**src/design/rskv_pkg.sv**
```systemverilog
// shared types, codes and constants for the random sample key/value table
`timescale 1ns / 1ps
package rskv_pkg;

  // default table depth and width of the external draw
  localparam int CAPACITY_DEF = 16;
  localparam int DRAW_W       = 15;
  localparam int DIV_CNT_W    = $clog2(DRAW_W);

  // request modes
  localparam logic [1:0] MODE_GET    = 2'd0;
  localparam logic [1:0] MODE_SET    = 2'd1;
  localparam logic [1:0] MODE_DELETE = 2'd2;
  localparam logic [1:0] MODE_RANDOM = 2'd3;

  // response status codes
  localparam logic [1:0] ST_OK     = 2'd0;
  localparam logic [1:0] ST_ABSENT = 2'd1;
  localparam logic [1:0] ST_FULL   = 2'd2;
  localparam logic [1:0] ST_EMPTY  = 2'd3;

  typedef struct packed {
    logic [1:0]          mode;
    logic signed [31:0]  key;
    logic signed [31:0]  value;
    logic [DRAW_W-1:0]   random_draw;
  } req_t;

  typedef struct packed {
    logic signed [31:0] value_out;
    logic [1:0]         status;
  } rsp_t;

  // read address source
  typedef enum logic [1:0] {
    RD_SCAN = 2'd0,
    RD_LAST = 2'd1,
    RD_REM  = 2'd2
  } rd_sel_t;

  // table write operation
  typedef enum logic [1:0] {
    WR_NONE        = 2'd0,
    WR_VAL_AT_SCAN = 2'd1,
    WR_APPEND      = 2'd2,
    WR_MOVE        = 2'd3
  } wr_sel_t;

  // response value and status pairs
  typedef enum logic [2:0] {
    RES_RDVAL_OK    = 3'd0,
    RES_NONE_ABSENT = 3'd1,
    RES_ZERO_OK     = 3'd2,
    RES_ZERO_FULL   = 3'd3,
    RES_ZERO_ABSENT = 3'd4,
    RES_NONE_EMPTY  = 3'd5
  } res_kind_t;

  typedef struct packed {
    logic      capture;
    logic      scan_clr;
    logic      scan_inc;
    logic      div_start;
    logic      div_step;
    rd_sel_t   rd_sel;
    wr_sel_t   wr_sel;
    logic      res_load;
    res_kind_t res_kind;
    logic      out_load;
  } cmd_t;

  typedef struct packed {
    logic [1:0] mode;
    logic       count_zero;
    logic       count_full;
    logic       scan_end;
    logic       key_match;
    logic       div_last;
    logic       out_free;
  } sts_t;

endpackage

```
**src/design/rskv_dp.sv**
```systemverilog
// datapath: key and value memories, entry count, scan index, remainder unit, response register
`timescale 1ns / 1ps
module rskv_dp #(
  parameter int CAPACITY = rskv_pkg::CAPACITY_DEF
) (
  input  logic          clk,
  input  logic          rst,
  input  rskv_pkg::req_t req,
  input  logic          rsp_stall,
  output logic          rsp_valid,
  output rskv_pkg::rsp_t rsp,
  input  rskv_pkg::cmd_t cmd,
  output rskv_pkg::sts_t sts
);
  import rskv_pkg::*;

  localparam int CW = $clog2(CAPACITY + 1);
  localparam int IW = $clog2(CAPACITY);

  req_t              item;
  logic [CW-1:0]     count;
  logic [CW-1:0]     last;
  logic [CW-1:0]     scan_idx;
  logic [31:0]       key_mem [CAPACITY];
  logic [31:0]       val_mem [CAPACITY];
  logic [31:0]       key_rd;
  logic [31:0]       val_rd;
  logic [IW-1:0]     rd_addr;
  logic [IW-1:0]     wr_addr;
  logic [31:0]       key_wdata;
  logic [31:0]       val_wdata;
  logic              key_we;
  logic              val_we;
  logic [DRAW_W-1:0] draw_sh;
  logic [CW-1:0]     rem;
  logic [CW:0]       rem_sh;
  logic [CW:0]       rem_diff;
  logic [DIV_CNT_W-1:0] div_cnt;
  logic signed [31:0] res_value;
  logic [1:0]        res_status;

  assign last = count - CW'(1);

  // captured request
  always_ff @(posedge clk) begin
    if (cmd.capture) begin
      item <= req;
    end
  end

  // scan index over occupied slots
  always_ff @(posedge clk) begin
    if (cmd.scan_clr) begin
      scan_idx <= '0;
    end else if (cmd.scan_inc) begin
      scan_idx <= scan_idx + CW'(1);
    end
  end

  // read address select
  always_comb begin
    unique case (cmd.rd_sel)
      RD_LAST: rd_addr = last[IW-1:0];
      RD_REM:  rd_addr = rem[IW-1:0];
      default: rd_addr = scan_idx[IW-1:0];
    endcase
  end

  // write port select
  always_comb begin
    key_we    = (cmd.wr_sel == WR_APPEND) || (cmd.wr_sel == WR_MOVE);
    val_we    = (cmd.wr_sel != WR_NONE);
    wr_addr   = (cmd.wr_sel == WR_APPEND) ? count[IW-1:0] : scan_idx[IW-1:0];
    key_wdata = (cmd.wr_sel == WR_APPEND) ? item.key : key_rd;
    val_wdata = (cmd.wr_sel == WR_MOVE) ? val_rd : item.value;
  end

  // table memories, registered read
  always_ff @(posedge clk) begin
    if (key_we) begin
      key_mem[wr_addr] <= key_wdata;
    end
    if (val_we) begin
      val_mem[wr_addr] <= val_wdata;
    end
    key_rd <= key_mem[rd_addr];
    val_rd <= val_mem[rd_addr];
  end

  // entry count
  always_ff @(posedge clk) begin
    if (rst) begin
      count <= '0;
    end else if (cmd.wr_sel == WR_APPEND) begin
      count <= count + CW'(1);
    end else if (cmd.wr_sel == WR_MOVE) begin
      count <= last;
    end
  end

  // restoring remainder of draw by count, one bit per cycle
  assign rem_sh   = {rem, draw_sh[DRAW_W-1]};
  assign rem_diff = rem_sh - {1'b0, count};

  always_ff @(posedge clk) begin
    if (cmd.div_start) begin
      draw_sh <= item.random_draw;
      rem     <= '0;
      div_cnt <= '0;
    end else if (cmd.div_step) begin
      draw_sh <= {draw_sh[DRAW_W-2:0], 1'b0};
      rem     <= (rem_sh >= {1'b0, count}) ? rem_diff[CW-1:0] : rem_sh[CW-1:0];
      div_cnt <= div_cnt + DIV_CNT_W'(1);
    end
  end

  // result register
  always_ff @(posedge clk) begin
    if (cmd.res_load) begin
      unique case (cmd.res_kind)
        RES_RDVAL_OK: begin
          res_value  <= val_rd;
          res_status <= ST_OK;
        end
        RES_NONE_ABSENT: begin
          res_value  <= '1;
          res_status <= ST_ABSENT;
        end
        RES_ZERO_FULL: begin
          res_value  <= '0;
          res_status <= ST_FULL;
        end
        RES_ZERO_ABSENT: begin
          res_value  <= '0;
          res_status <= ST_ABSENT;
        end
        RES_NONE_EMPTY: begin
          res_value  <= '1;
          res_status <= ST_EMPTY;
        end
        default: begin
          res_value  <= '0;
          res_status <= ST_OK;
        end
      endcase
    end
  end

  // output register, drained by the receiver
  always_ff @(posedge clk) begin
    if (rst) begin
      rsp_valid <= 1'b0;
    end else if (cmd.out_load) begin
      rsp_valid <= 1'b1;
    end else if (!rsp_stall) begin
      rsp_valid <= 1'b0;
    end
  end

  always_ff @(posedge clk) begin
    if (cmd.out_load) begin
      rsp.value_out <= res_value;
      rsp.status    <= res_status;
    end
  end

  // status to the controller
  always_comb begin
    sts.mode       = item.mode;
    sts.count_zero = (count == '0);
    sts.count_full = (count == CW'(CAPACITY));
    sts.scan_end   = (scan_idx == count);
    sts.key_match  = (key_rd == item.key);
    sts.div_last   = (div_cnt == DIV_CNT_W'(DRAW_W - 1));
    sts.out_free   = !rsp_valid || !rsp_stall;
  end

endmodule

```
**src/design/rskv_ctrl.sv**
```systemverilog
// controller state machine sequencing lookup, update, move and sampling
`timescale 1ns / 1ps
module rskv_ctrl (
  input  logic           clk,
  input  logic           rst,
  input  logic           req_valid,
  output logic           req_stall,
  input  rskv_pkg::sts_t sts,
  output rskv_pkg::cmd_t cmd
);
  import rskv_pkg::*;

  typedef enum logic [9:0] {
    S_IDLE     = 10'b00_0000_0001,
    S_DISPATCH = 10'b00_0000_0010,
    S_SCAN_RD  = 10'b00_0000_0100,
    S_SCAN_CMP = 10'b00_0000_1000,
    S_MOVE_RD  = 10'b00_0001_0000,
    S_MOVE_WR  = 10'b00_0010_0000,
    S_DIV      = 10'b00_0100_0000,
    S_RAND_RD  = 10'b00_1000_0000,
    S_RAND_VAL = 10'b01_0000_0000,
    S_OUT      = 10'b10_0000_0000
  } state_t;

  state_t state;
  state_t state_next;

  assign req_stall = (state != S_IDLE);

  always_ff @(posedge clk) begin
    if (rst) begin
      state <= S_IDLE;
    end else begin
      state <= state_next;
    end
  end

  // next state and commands
  always_comb begin
    state_next = state;
    cmd        = '0;
    cmd.rd_sel = RD_SCAN;
    cmd.wr_sel = WR_NONE;
    cmd.res_kind = RES_ZERO_OK;
    unique case (state)
      S_IDLE: begin
        if (req_valid) begin
          cmd.capture = 1'b1;
          state_next  = S_DISPATCH;
        end
      end
      S_DISPATCH: begin
        cmd.scan_clr = 1'b1;
        if (sts.mode == MODE_RANDOM) begin
          if (sts.count_zero) begin
            cmd.res_load = 1'b1;
            cmd.res_kind = RES_NONE_EMPTY;
            state_next   = S_OUT;
          end else begin
            cmd.div_start = 1'b1;
            state_next    = S_DIV;
          end
        end else begin
          state_next = S_SCAN_RD;
        end
      end
      // present the next slot, or settle a miss
      S_SCAN_RD: begin
        if (sts.scan_end) begin
          cmd.res_load = 1'b1;
          state_next   = S_OUT;
          case (sts.mode)
            MODE_GET: cmd.res_kind = RES_NONE_ABSENT;
            MODE_SET: begin
              if (sts.count_full) begin
                cmd.res_kind = RES_ZERO_FULL;
              end else begin
                cmd.wr_sel   = WR_APPEND;
                cmd.res_kind = RES_ZERO_OK;
              end
            end
            default: cmd.res_kind = RES_ZERO_ABSENT;
          endcase
        end else begin
          state_next = S_SCAN_CMP;
        end
      end
      // compare the slot read back
      S_SCAN_CMP: begin
        if (sts.key_match) begin
          cmd.res_load = 1'b1;
          case (sts.mode)
            MODE_GET: begin
              cmd.res_kind = RES_RDVAL_OK;
              state_next   = S_OUT;
            end
            MODE_SET: begin
              cmd.wr_sel   = WR_VAL_AT_SCAN;
              cmd.res_kind = RES_ZERO_OK;
              state_next   = S_OUT;
            end
            default: begin
              cmd.res_kind = RES_ZERO_OK;
              state_next   = S_MOVE_RD;
            end
          endcase
        end else begin
          cmd.scan_inc = 1'b1;
          state_next   = S_SCAN_RD;
        end
      end
      S_MOVE_RD: begin
        cmd.rd_sel = RD_LAST;
        state_next = S_MOVE_WR;
      end
      S_MOVE_WR: begin
        cmd.wr_sel = WR_MOVE;
        state_next = S_OUT;
      end
      S_DIV: begin
        cmd.div_step = 1'b1;
        if (sts.div_last) begin
          state_next = S_RAND_RD;
        end
      end
      S_RAND_RD: begin
        cmd.rd_sel = RD_REM;
        state_next = S_RAND_VAL;
      end
      S_RAND_VAL: begin
        cmd.res_load = 1'b1;
        cmd.res_kind = RES_RDVAL_OK;
        state_next   = S_OUT;
      end
      S_OUT: begin
        if (sts.out_free) begin
          cmd.out_load = 1'b1;
          state_next   = S_IDLE;
        end
      end
      default: state_next = S_IDLE;
    endcase
  end

endmodule

```
**src/design/random_sample_key_value_table.sv**
```systemverilog
// top level of the random sample key/value table
// Usage:
//   req channel (req_valid/req_stall/req) carries mode, key, value and random_draw.
//   rsp channel (rsp_valid/rsp_stall/rsp) returns value_out and status, one per request.
//   A transfer happens at a clock edge with valid high and stall low.
// Operation, one request at a time:
//   get/set/delete scan slots in ascending order, each slot examined taking a
//   memory read, then a compare; a delete that finds its key then moves the
//   last pair into the freed slot.
//   random sample runs a 15-step restoring remainder of the draw by the entry
//   count, then one memory read; an empty table answers with status empty.
// The response sits in an output register; a new request is taken while it
//   waits, and the block holds in its final state while that register is
//   still occupied and stalled.
// Reset (rst, synchronous) empties the table, clears the response valid and
//   returns to idle; the stores need no clearing since only slots below the
//   count are read.
`timescale 1ns / 1ps
module random_sample_key_value_table #(
  parameter int CAPACITY = rskv_pkg::CAPACITY_DEF
) (
  input  logic           clk,
  input  logic           rst,
  input  logic           req_valid,
  output logic           req_stall,
  input  rskv_pkg::req_t req,
  output logic           rsp_valid,
  input  logic           rsp_stall,
  output rskv_pkg::rsp_t rsp
);
  import rskv_pkg::*;

  cmd_t cmd;
  sts_t sts;

  // sequencing
  rskv_ctrl u_ctrl (
    .clk       (clk),
    .rst       (rst),
    .req_valid (req_valid),
    .req_stall (req_stall),
    .sts       (sts),
    .cmd       (cmd)
  );

  // storage and arithmetic
  rskv_dp #(
    .CAPACITY (CAPACITY)
  ) u_dp (
    .clk       (clk),
    .rst       (rst),
    .req       (req),
    .rsp_stall (rsp_stall),
    .rsp_valid (rsp_valid),
    .rsp       (rsp),
    .cmd       (cmd),
    .sts       (sts)
  );

  // no append into a full table
  a_no_overfill: assert property (@(posedge clk) disable iff (rst)
    (cmd.wr_sel == WR_APPEND) |-> !sts.count_full)
    else $error("append issued into a full table");

  // a pending response is never overwritten
  a_no_overwrite: assert property (@(posedge clk) disable iff (rst)
    cmd.out_load |-> !(rsp_valid && rsp_stall))
    else $error("response register overwritten while stalled");

  // one request at a time
  a_busy_after_accept: assert property (@(posedge clk) disable iff (rst)
    (req_valid && !req_stall) |=> req_stall)
    else $error("request taken while another is in progress");

  // remainder unit never runs with an empty table
  a_div_nonempty: assert property (@(posedge clk) disable iff (rst)
    cmd.div_step |-> !sts.count_zero)
    else $error("remainder by zero count");

endmodule

```
**config.mk**
```make
export PLATFORM = sky130hd
export DESIGN_NAME = random_sample_key_value_table
export DESIGN_NICKNAME = d
export VERILOG_FILES = /design/src/design/rskv_pkg.sv /design/src/design/rskv_dp.sv /design/src/design/rskv_ctrl.sv /design/src/design/random_sample_key_value_table.sv
export SDC_FILE = /design/constraint.sdc
export NUM_CORES = 1
export LEC_CHECK = 0
export BUFFER_PORTS_ARGS = -buffer_cell sky130_fd_sc_hd__buf_2
export CAP_MARGIN = 5
export CORE_AREA = 5 5 287 401
export CTS_CLUSTER_SIZE = 10
export DETAILED_ROUTE_END_ITERATION = 10
export DIE_AREA = 0 0 292 406
export GPL_ROUTABILITY_DRIVEN = 1
export MAX_ROUTING_LAYER = met4
export PLACE_DENSITY = 0.67
export SETUP_SLACK_MARGIN = 0.1
export SYNTH_ARGS = -nofsm -noshare
export SYNTH_HDL_FRONTEND = slang
export SYNTH_SLANG_ARGS = --single-unit
```
**constraint.sdc**
```tcl
create_clock -name clk -period 5.5 [get_ports clk]
set_input_delay 0 -clock clk [delete_from_list [all_inputs] [get_ports clk]]
set_output_delay 0 -clock clk [all_outputs]
set_load 0.02 [all_outputs]
```
==> Yosys cells after proc, flatten, opt, wreduce, memory -nomap -nowiden <==
Memories as Yosys holds them, arrays and structs flattened. A register that Yosys moved wholly into a read port is not among the register bits.
Cells that the tools add are included.
{ "classes": {"n_addsub": 5, "magnitude_cmp": 1, "eq_ne": 29, "muxes": 50, "reduce_logical": 15} }
{ "op_table": {"columns": ["cell", "count"], "rows": [
  ["one-hot mux 10 bit (9 select lines)", 1],
  ["2-to-1 mux 10 bit", 8],
  ["2-to-1 mux 32 bit", 2],
  ["one-hot mux 32 bit (2 select lines)", 1],
  ["equality test 32 bit", 1],
  ["2-to-1 mux 15 bit", 2],
  ["2-to-1 mux 1 bit", 19],
  ["one-hot mux 4 bit (4 select lines)", 1],
  ["2-to-1 mux 5 bit", 3],
  ["2-to-1 mux 4 bit", 3],
  ["2-to-1 mux 6 bit", 2],
  ["one-hot mux 2 bit (3 select lines)", 2],
  ["adder 5 x 1 -> 5 bit, second input constant", 2],
  ["equality test 10 x 1 -> 1 bit, second input constant", 1],
  ["equality test 10 bit, second input constant", 1],
  ["equality test 10 x 2 -> 1 bit, second input constant", 1],
  ["equality test 10 x 3 -> 1 bit, second input constant", 1],
  ["equality test 10 x 4 -> 1 bit, second input constant", 1],
  ["equality test 10 x 5 -> 1 bit, second input constant", 1],
  ["equality test 10 x 6 -> 1 bit, second input constant", 1],
  ["equality test 10 x 7 -> 1 bit, second input constant", 1],
  ["equality test 10 x 8 -> 1 bit, second input constant", 1],
  ["equality test 10 x 9 -> 1 bit, second input constant", 1],
  ["!= test 10 x 1 -> 1 bit, second input constant", 1],
  ["other kinds (26)", 42]
]} }
{ "word_totals": {"register_bits": 194, "ram_bits": 1024, "input_bits": 85, "out_inout_bits": 36, "word_cells": 117, "memories": 2} }
{ "memory_table": {"columns": ["name", "words", "width", "rd", "rd_ports_with_merged_regs", "write_ports", "line_no", "text"], "rows": [
  ["u_dp.key_mem", 16, 32, 1, 1, 1, "rskv_dp.sv:24", "logic [31:0] key_mem [CAPACITY];"],
  ["u_dp.val_mem", 16, 32, 1, 1, 1, "rskv_dp.sv:25", "logic [31:0] val_mem [CAPACITY];"]
]} }

==> Longest topological paths before layout <==
{ "logic_depth": {"ltp_word": 9, "depth_mapped": 15} }

==> Cells and area by module <==
A second synthesis with hierarchy kept.
{ "hier_totals": {"hier_cells": 3247, "hier_area_um2": 50015.5} }
{ "modules_own_cells": {"columns": ["mod", "n_inst", "cells_each", "area_per_inst_um2"], "rows": [
  ["rskv_dp", 1, 3154, 49253.5],
  ["rskv_ctrl", 1, 93, 762.0]
]} }

==> Least setup slack after synthesis <==
No wires, ideal clock.
{ "synth_timing": {"path_kind": "flip-flop to flip-flop", "start": "register u_ctrl.state[4]", "end": "register u_dp.item[0] (netlist name), enable pin", "setup_time_ns": 0.521, "t_arrival_ns": 5.011, "slack_ns": -0.032, "stages_incl_launch_ff": 6, "path_buffers": 1, "synth_period_minus_slack_ns": 5.532, "path_cell_list": "dfxtp_1 > nor4_1 > nand4_1 > or3b_2 > clkbuf_1 > nor2_1"} }
{ "synth_lines": {"columns": ["item", "line_no", "text"], "rows": [
  ["start: declaration", "rskv_ctrl.sv:26", "state_t state;"],
  ["start signal: assignment", "rskv_ctrl.sv:35", "state <= state_next;"],
  ["end signal: assignment", "rskv_dp.sv:47", "item <= req;"],
  ["end: declaration", "rskv_dp.sv:20", "req_t item;"]
]} }

==> Worst setup path in the final report <==
{ "layout_timing": {"start": "register u_ctrl.state[9]", "end": "register u_dp.key_rd[12], read port of u_dp.key_mem"} }
{ "layout_via": {"elab_chain_len": 4, "elab_cells_between_ends": 6, "classes_between": "eq/ne (4); mux (2)"} }
{ "layout_rtl": {"columns": ["item", "line_no", "text"], "rows": [
  ["equality test 10 x 8 -> 1 bit / equality test 10 x 5 -> 1 bit (equally long branches)", "rskv_ctrl.sv:46", "unique case (state)"],
  ["one-hot mux 2 bit (2 select lines) *", "rskv_ctrl.sv:46", null],
  ["equality test 2 bit / equality test 2 x 1 -> 1 bit (equally long branches)", "rskv_dp.sv:62", "unique case (cmd.rd_sel)"],
  ["one-hot mux 4 bit (2 select lines) *", "rskv_dp.sv:62", null],
  ["end: declaration", "rskv_dp.sv:26", "logic [31:0] key_rd;"]
]} }
Every way passes the cells marked *; elsewhere a longest branch is shown, timed or not.
A chain may end at the register's enable or synchronous reset.

==> impl_metrics.env <==
export IMPL_routabilityCongestion=0.777
export IMPL_crit_path_start="u_ctrl.state[9]$_SDFFE_PP0P_"
export IMPL_finalCritPeriodShare_pct=76.2
export IMPL_synthCells=3284
export IMPL_area_delta_synth_final_pct=17.8
export IMPL_vdd_drop_max_v=0.000312
export IMPL_ys_async_sr_fraction_pct=0
export IMPL_r2r_start="u_ctrl.state[9]$_SDFFE_PP0P_"
export IMPL_io_buffer_count=120
export IMPL_clkTransAtPathRegs_ns=0.06
export IMPL_synth_most_common_cell="edfxtp_1"
export IMPL_p_per_area_nw_per_um2=348
export IMPL_fin_crit_ns=4.19
export IMPL_cp_data_arrival_time_ns=4.80
export IMPL_top_level_ports=121
export IMPL_hold_viol_final=0
export IMPL_grt_antenna_before_repair=0
export IMPL_synth_top_area_share_pct=72.2
export IMPL_hold_slack_ns=0.0682
export IMPL_stdcell_area_um2=58200
export IMPL_status="finished clean"
export IMPL_die_w_um=292
export IMPL_cts_tree="built"
export IMPL_dp_hpwl_um=62400
export IMPL_grt_max_degree=193
export IMPL_ff2ff_path_depth=8
export IMPL_firstDrtPassIters=6
export IMPL_cp_data_required_time_ns=6.11
export IMPL_ant_nets=0
export IMPL_syn_area_um2=49400
export IMPL_path_buf_inv=1
export IMPL_routedWlPerCell_um=23.3
export IMPL_placement_cell_area_um2=52200
export IMPL_worstHoldStart="req[78]"
export IMPL_cts_setup_buffers=0
export IMPL_numCtsBuffers=147
export IMPL_cp_top_family="simple AND/OR/NAND/NOR gates"
export IMPL_cts_root_buf="clkbuf_16"
export IMPL_maxCapViolations=0
export IMPL_htreeDepth=4
export IMPL_crit_fanout=16
export IMPL_drtIter0Drc=2805
export IMPL_grt_overflow=0
export IMPL_ys_seq_area_share_pct=76.0
export IMPL_dieHeight_um=406
export IMPL_cp_slowest_stage_delay_ns=1.01
export IMPL_drive_gt1_share_pct=13.4
export IMPL_netlist_top_cells_area="edfxtp_1 (72%), a21oi_1 (4.4%), dfxtp_1 (3.8%)"
export IMPL_rsz0062_at_grt="false"
export IMPL_vias_per_cell=5.72
export IMPL_synth_edf_count=1188
export IMPL_n_antenna_cell=0
export IMPL_ys_flop_type="edfxtp_1"
export IMPL_worst_setup_path_end_kind="flop"
export IMPL_syn_avg_cell_area_um2=15.1
export IMPL_synth_warnings=0
export IMPL_p_leak_nw=19.9
export IMPL_cts_sinks=1282
export IMPL_clock_skew_ns=0.0555
export IMPL_hold_path_class="input pin to flop"
export IMPL_ys_seq_elements=1282
export IMPL_fmaxAchievable_mhz=239
export IMPL_clkLatencyLatePin_ns=0.76
export IMPL_row_count=145
export IMPL_slew_viol_final=0
export IMPL_core_um2=111000
export IMPL_start_kind="flop"
export IMPL_vias=29500
export IMPL_path_class="flop to flop"
export IMPL_synth_nets=3383
export IMPL_start_util_pct=44.5
export IMPL_synth_area_leader_cell="edfxtp_1"
export IMPL_ys_types=65
export IMPL_r2r_slack_ns=1.31
export IMPL_finalSetupTns_ns=0
export IMPL_timing_rr_end="u_dp.key_rd[12]$_DFF_P_"
export IMPL_grt_pass1_wl_um=179000
export IMPL_drt_wl_total_um=120000
export IMPL_synth_top_cells_by_count="edfxtp_1 (1188), nand2_1 (448), a21oi_1 (432), a22oi_1 (196), clkbuf_1 (171)"
export IMPL_die_area_um2=119000
export IMPL_relSlewSlack_pct=17.7
export IMPL_drcViolationCount=0
export IMPL_cpMaxStageDelayCell="a22oi_2"
export IMPL_path_cells="or4_1 -> or4_1 -> ha_1 -> nor2_1 -> a22oi_2 -> buf_4 -> a221o_1 -> nand3_1"
export IMPL_final_nets=3682
export IMPL_cts_buffer_depth=3
export IMPL_finalSetupViolCount=0
export IMPL_tightest_slew_ns=1.23
export IMPL_grt_use_total_pct=20.3
export IMPL_hold_path_endpoint="u_dp.item[78]$_DFFE_PP_"
export IMPL_grt_pass1_vias=29516
export IMPL_min_path_cells=2
export IMPL_cp_common_cell="or4_1"
-- cell usage in the layout, fill, tap and decap left out, types with 61 or more instances in the layout --
cell           netlist  routed
edfxtp_1          1188    1188
nand2_1            448     447
a21oi_1            432     431
a22oi_1            196     194
dlygate4sd3_1        0     165
clkbuf_16            0     149
mux2i_1            129     129
a221o_1            128     128
buf_2               27     120
dfxtp_1             94      94
clkbuf_1           171      85
nand3_1             84      84
buf_4                1      68
mux2_2              64      64
nor2_1              78      61
-- cells by family after synthesis --
family	synth area share (%)
DFF	76.0
AOI/OAI and AO/OA	10.7
and+or+nand+nor	6.16
buffers and inverters	1.92
muxes	4.09
xor gates and xnor gates	0.833
adders and majority gates	0.370
-- metal layers --
layer,global-route usage (%),share of wire [%],up-vias
met4,8.19,3.6,0
met5,-,0,-
li1,-,-,13277
met1,25.0,40,14853
met2,33.6,50,1102
met3,3.84,6.4,268
-- stage by stage --
stage	setup slack [ns]	instances	util [%]	power [mW]
3_3_place_gp	1.29	4739	47.0	11.5
2_1_floorplan	0.149	3284	-	11.3
5_1_grt	1.10	5155	52.4	20.9
4_1_cts	1.26	5155	52.4	20.4
6_report	1.31	5155	52.4	20.3
3_5_place_dp	1.24	4739	47.0	11.5
-- flip-flops by register name, summed over array words and instances (netlist names) --
signal,count
u_dp.key_mem,512
u_dp.res_status,2
u_ctrl.state,10
u_dp.item,79
u_dp.sts,2
u_dp.rsp_valid,1
u_dp.div_cnt,4
u_dp.rsp,34
u_dp.draw_sh,15
u_dp.key_rd,32
u_dp.val_rd,32
u_dp.val_mem,512
u_dp.res_value,32
u_dp.count,5
u_dp.scan_idx,5
u_dp.rem,5
-- worst max path at each step --
stage | to | slack (ns) | depth (start not counted)
6_report | u_dp.key_rd[12]$_DFF_P_ | 1.31 | 8
3_5_place_dp | u_dp.key_rd[4]$_DFF_P_ | 1.24 | 8
3_3_place_gp | u_dp.key_rd[4]$_DFF_P_ | 1.29 | 8
5_1_grt | u_dp.key_rd[9]$_DFF_P_ | 1.10 | 8
4_1_cts | u_dp.key_rd[12]$_DFF_P_ | 1.26 | 8
2_1_floorplan | u_dp.val_mem[0][0]$_DFFE_PP_ | 0.15 | 6
-- worst register-to-register path, delay by kind of cell (launching register included) --
| family | cells | cell delay (ns) |
|---|---|---|
| flip-flops | 1 | 0.37 |
| buffers and inverters | 1 | 0.48 |
| AO/OA/AOI/OAI | 2 | 1.18 |
| AND/OR/NAND/NOR | 4 | 1.49 |
| adder cells (fa/ha/maj) | 1 | 0.57 |
-- final cells by class --
cell class / count / area, um2
timing repair buffer: 370 / 3100
clock buffer: 235 / 4060
multi-input combinational: 1761 / 11300
clock inverter: 16 / 284
tap: 1470 / 1840
inverter: 21 / 78.8
fill: 9043 / 52800
sequential: 1282 / 37600
-- power breakdown --
part	internal, mW	total (mW)	switching [mW]
sequential	10.8	10.9	0.0706
clock	5.16	8.87	3.71
combinational	0.180	0.509	0.329
total	16.1	20.3	4.11
-- timing repair --
| item | 4_1_cts | 5_1_grt |
|---|---|---|
| gates resized for setup | 0 | 0 |
| hold buffers | 165 | 0 |
| endpoints found under the hold margin | 131 | 0 |
Note: power is estimated with default switching activity, not from simulation.
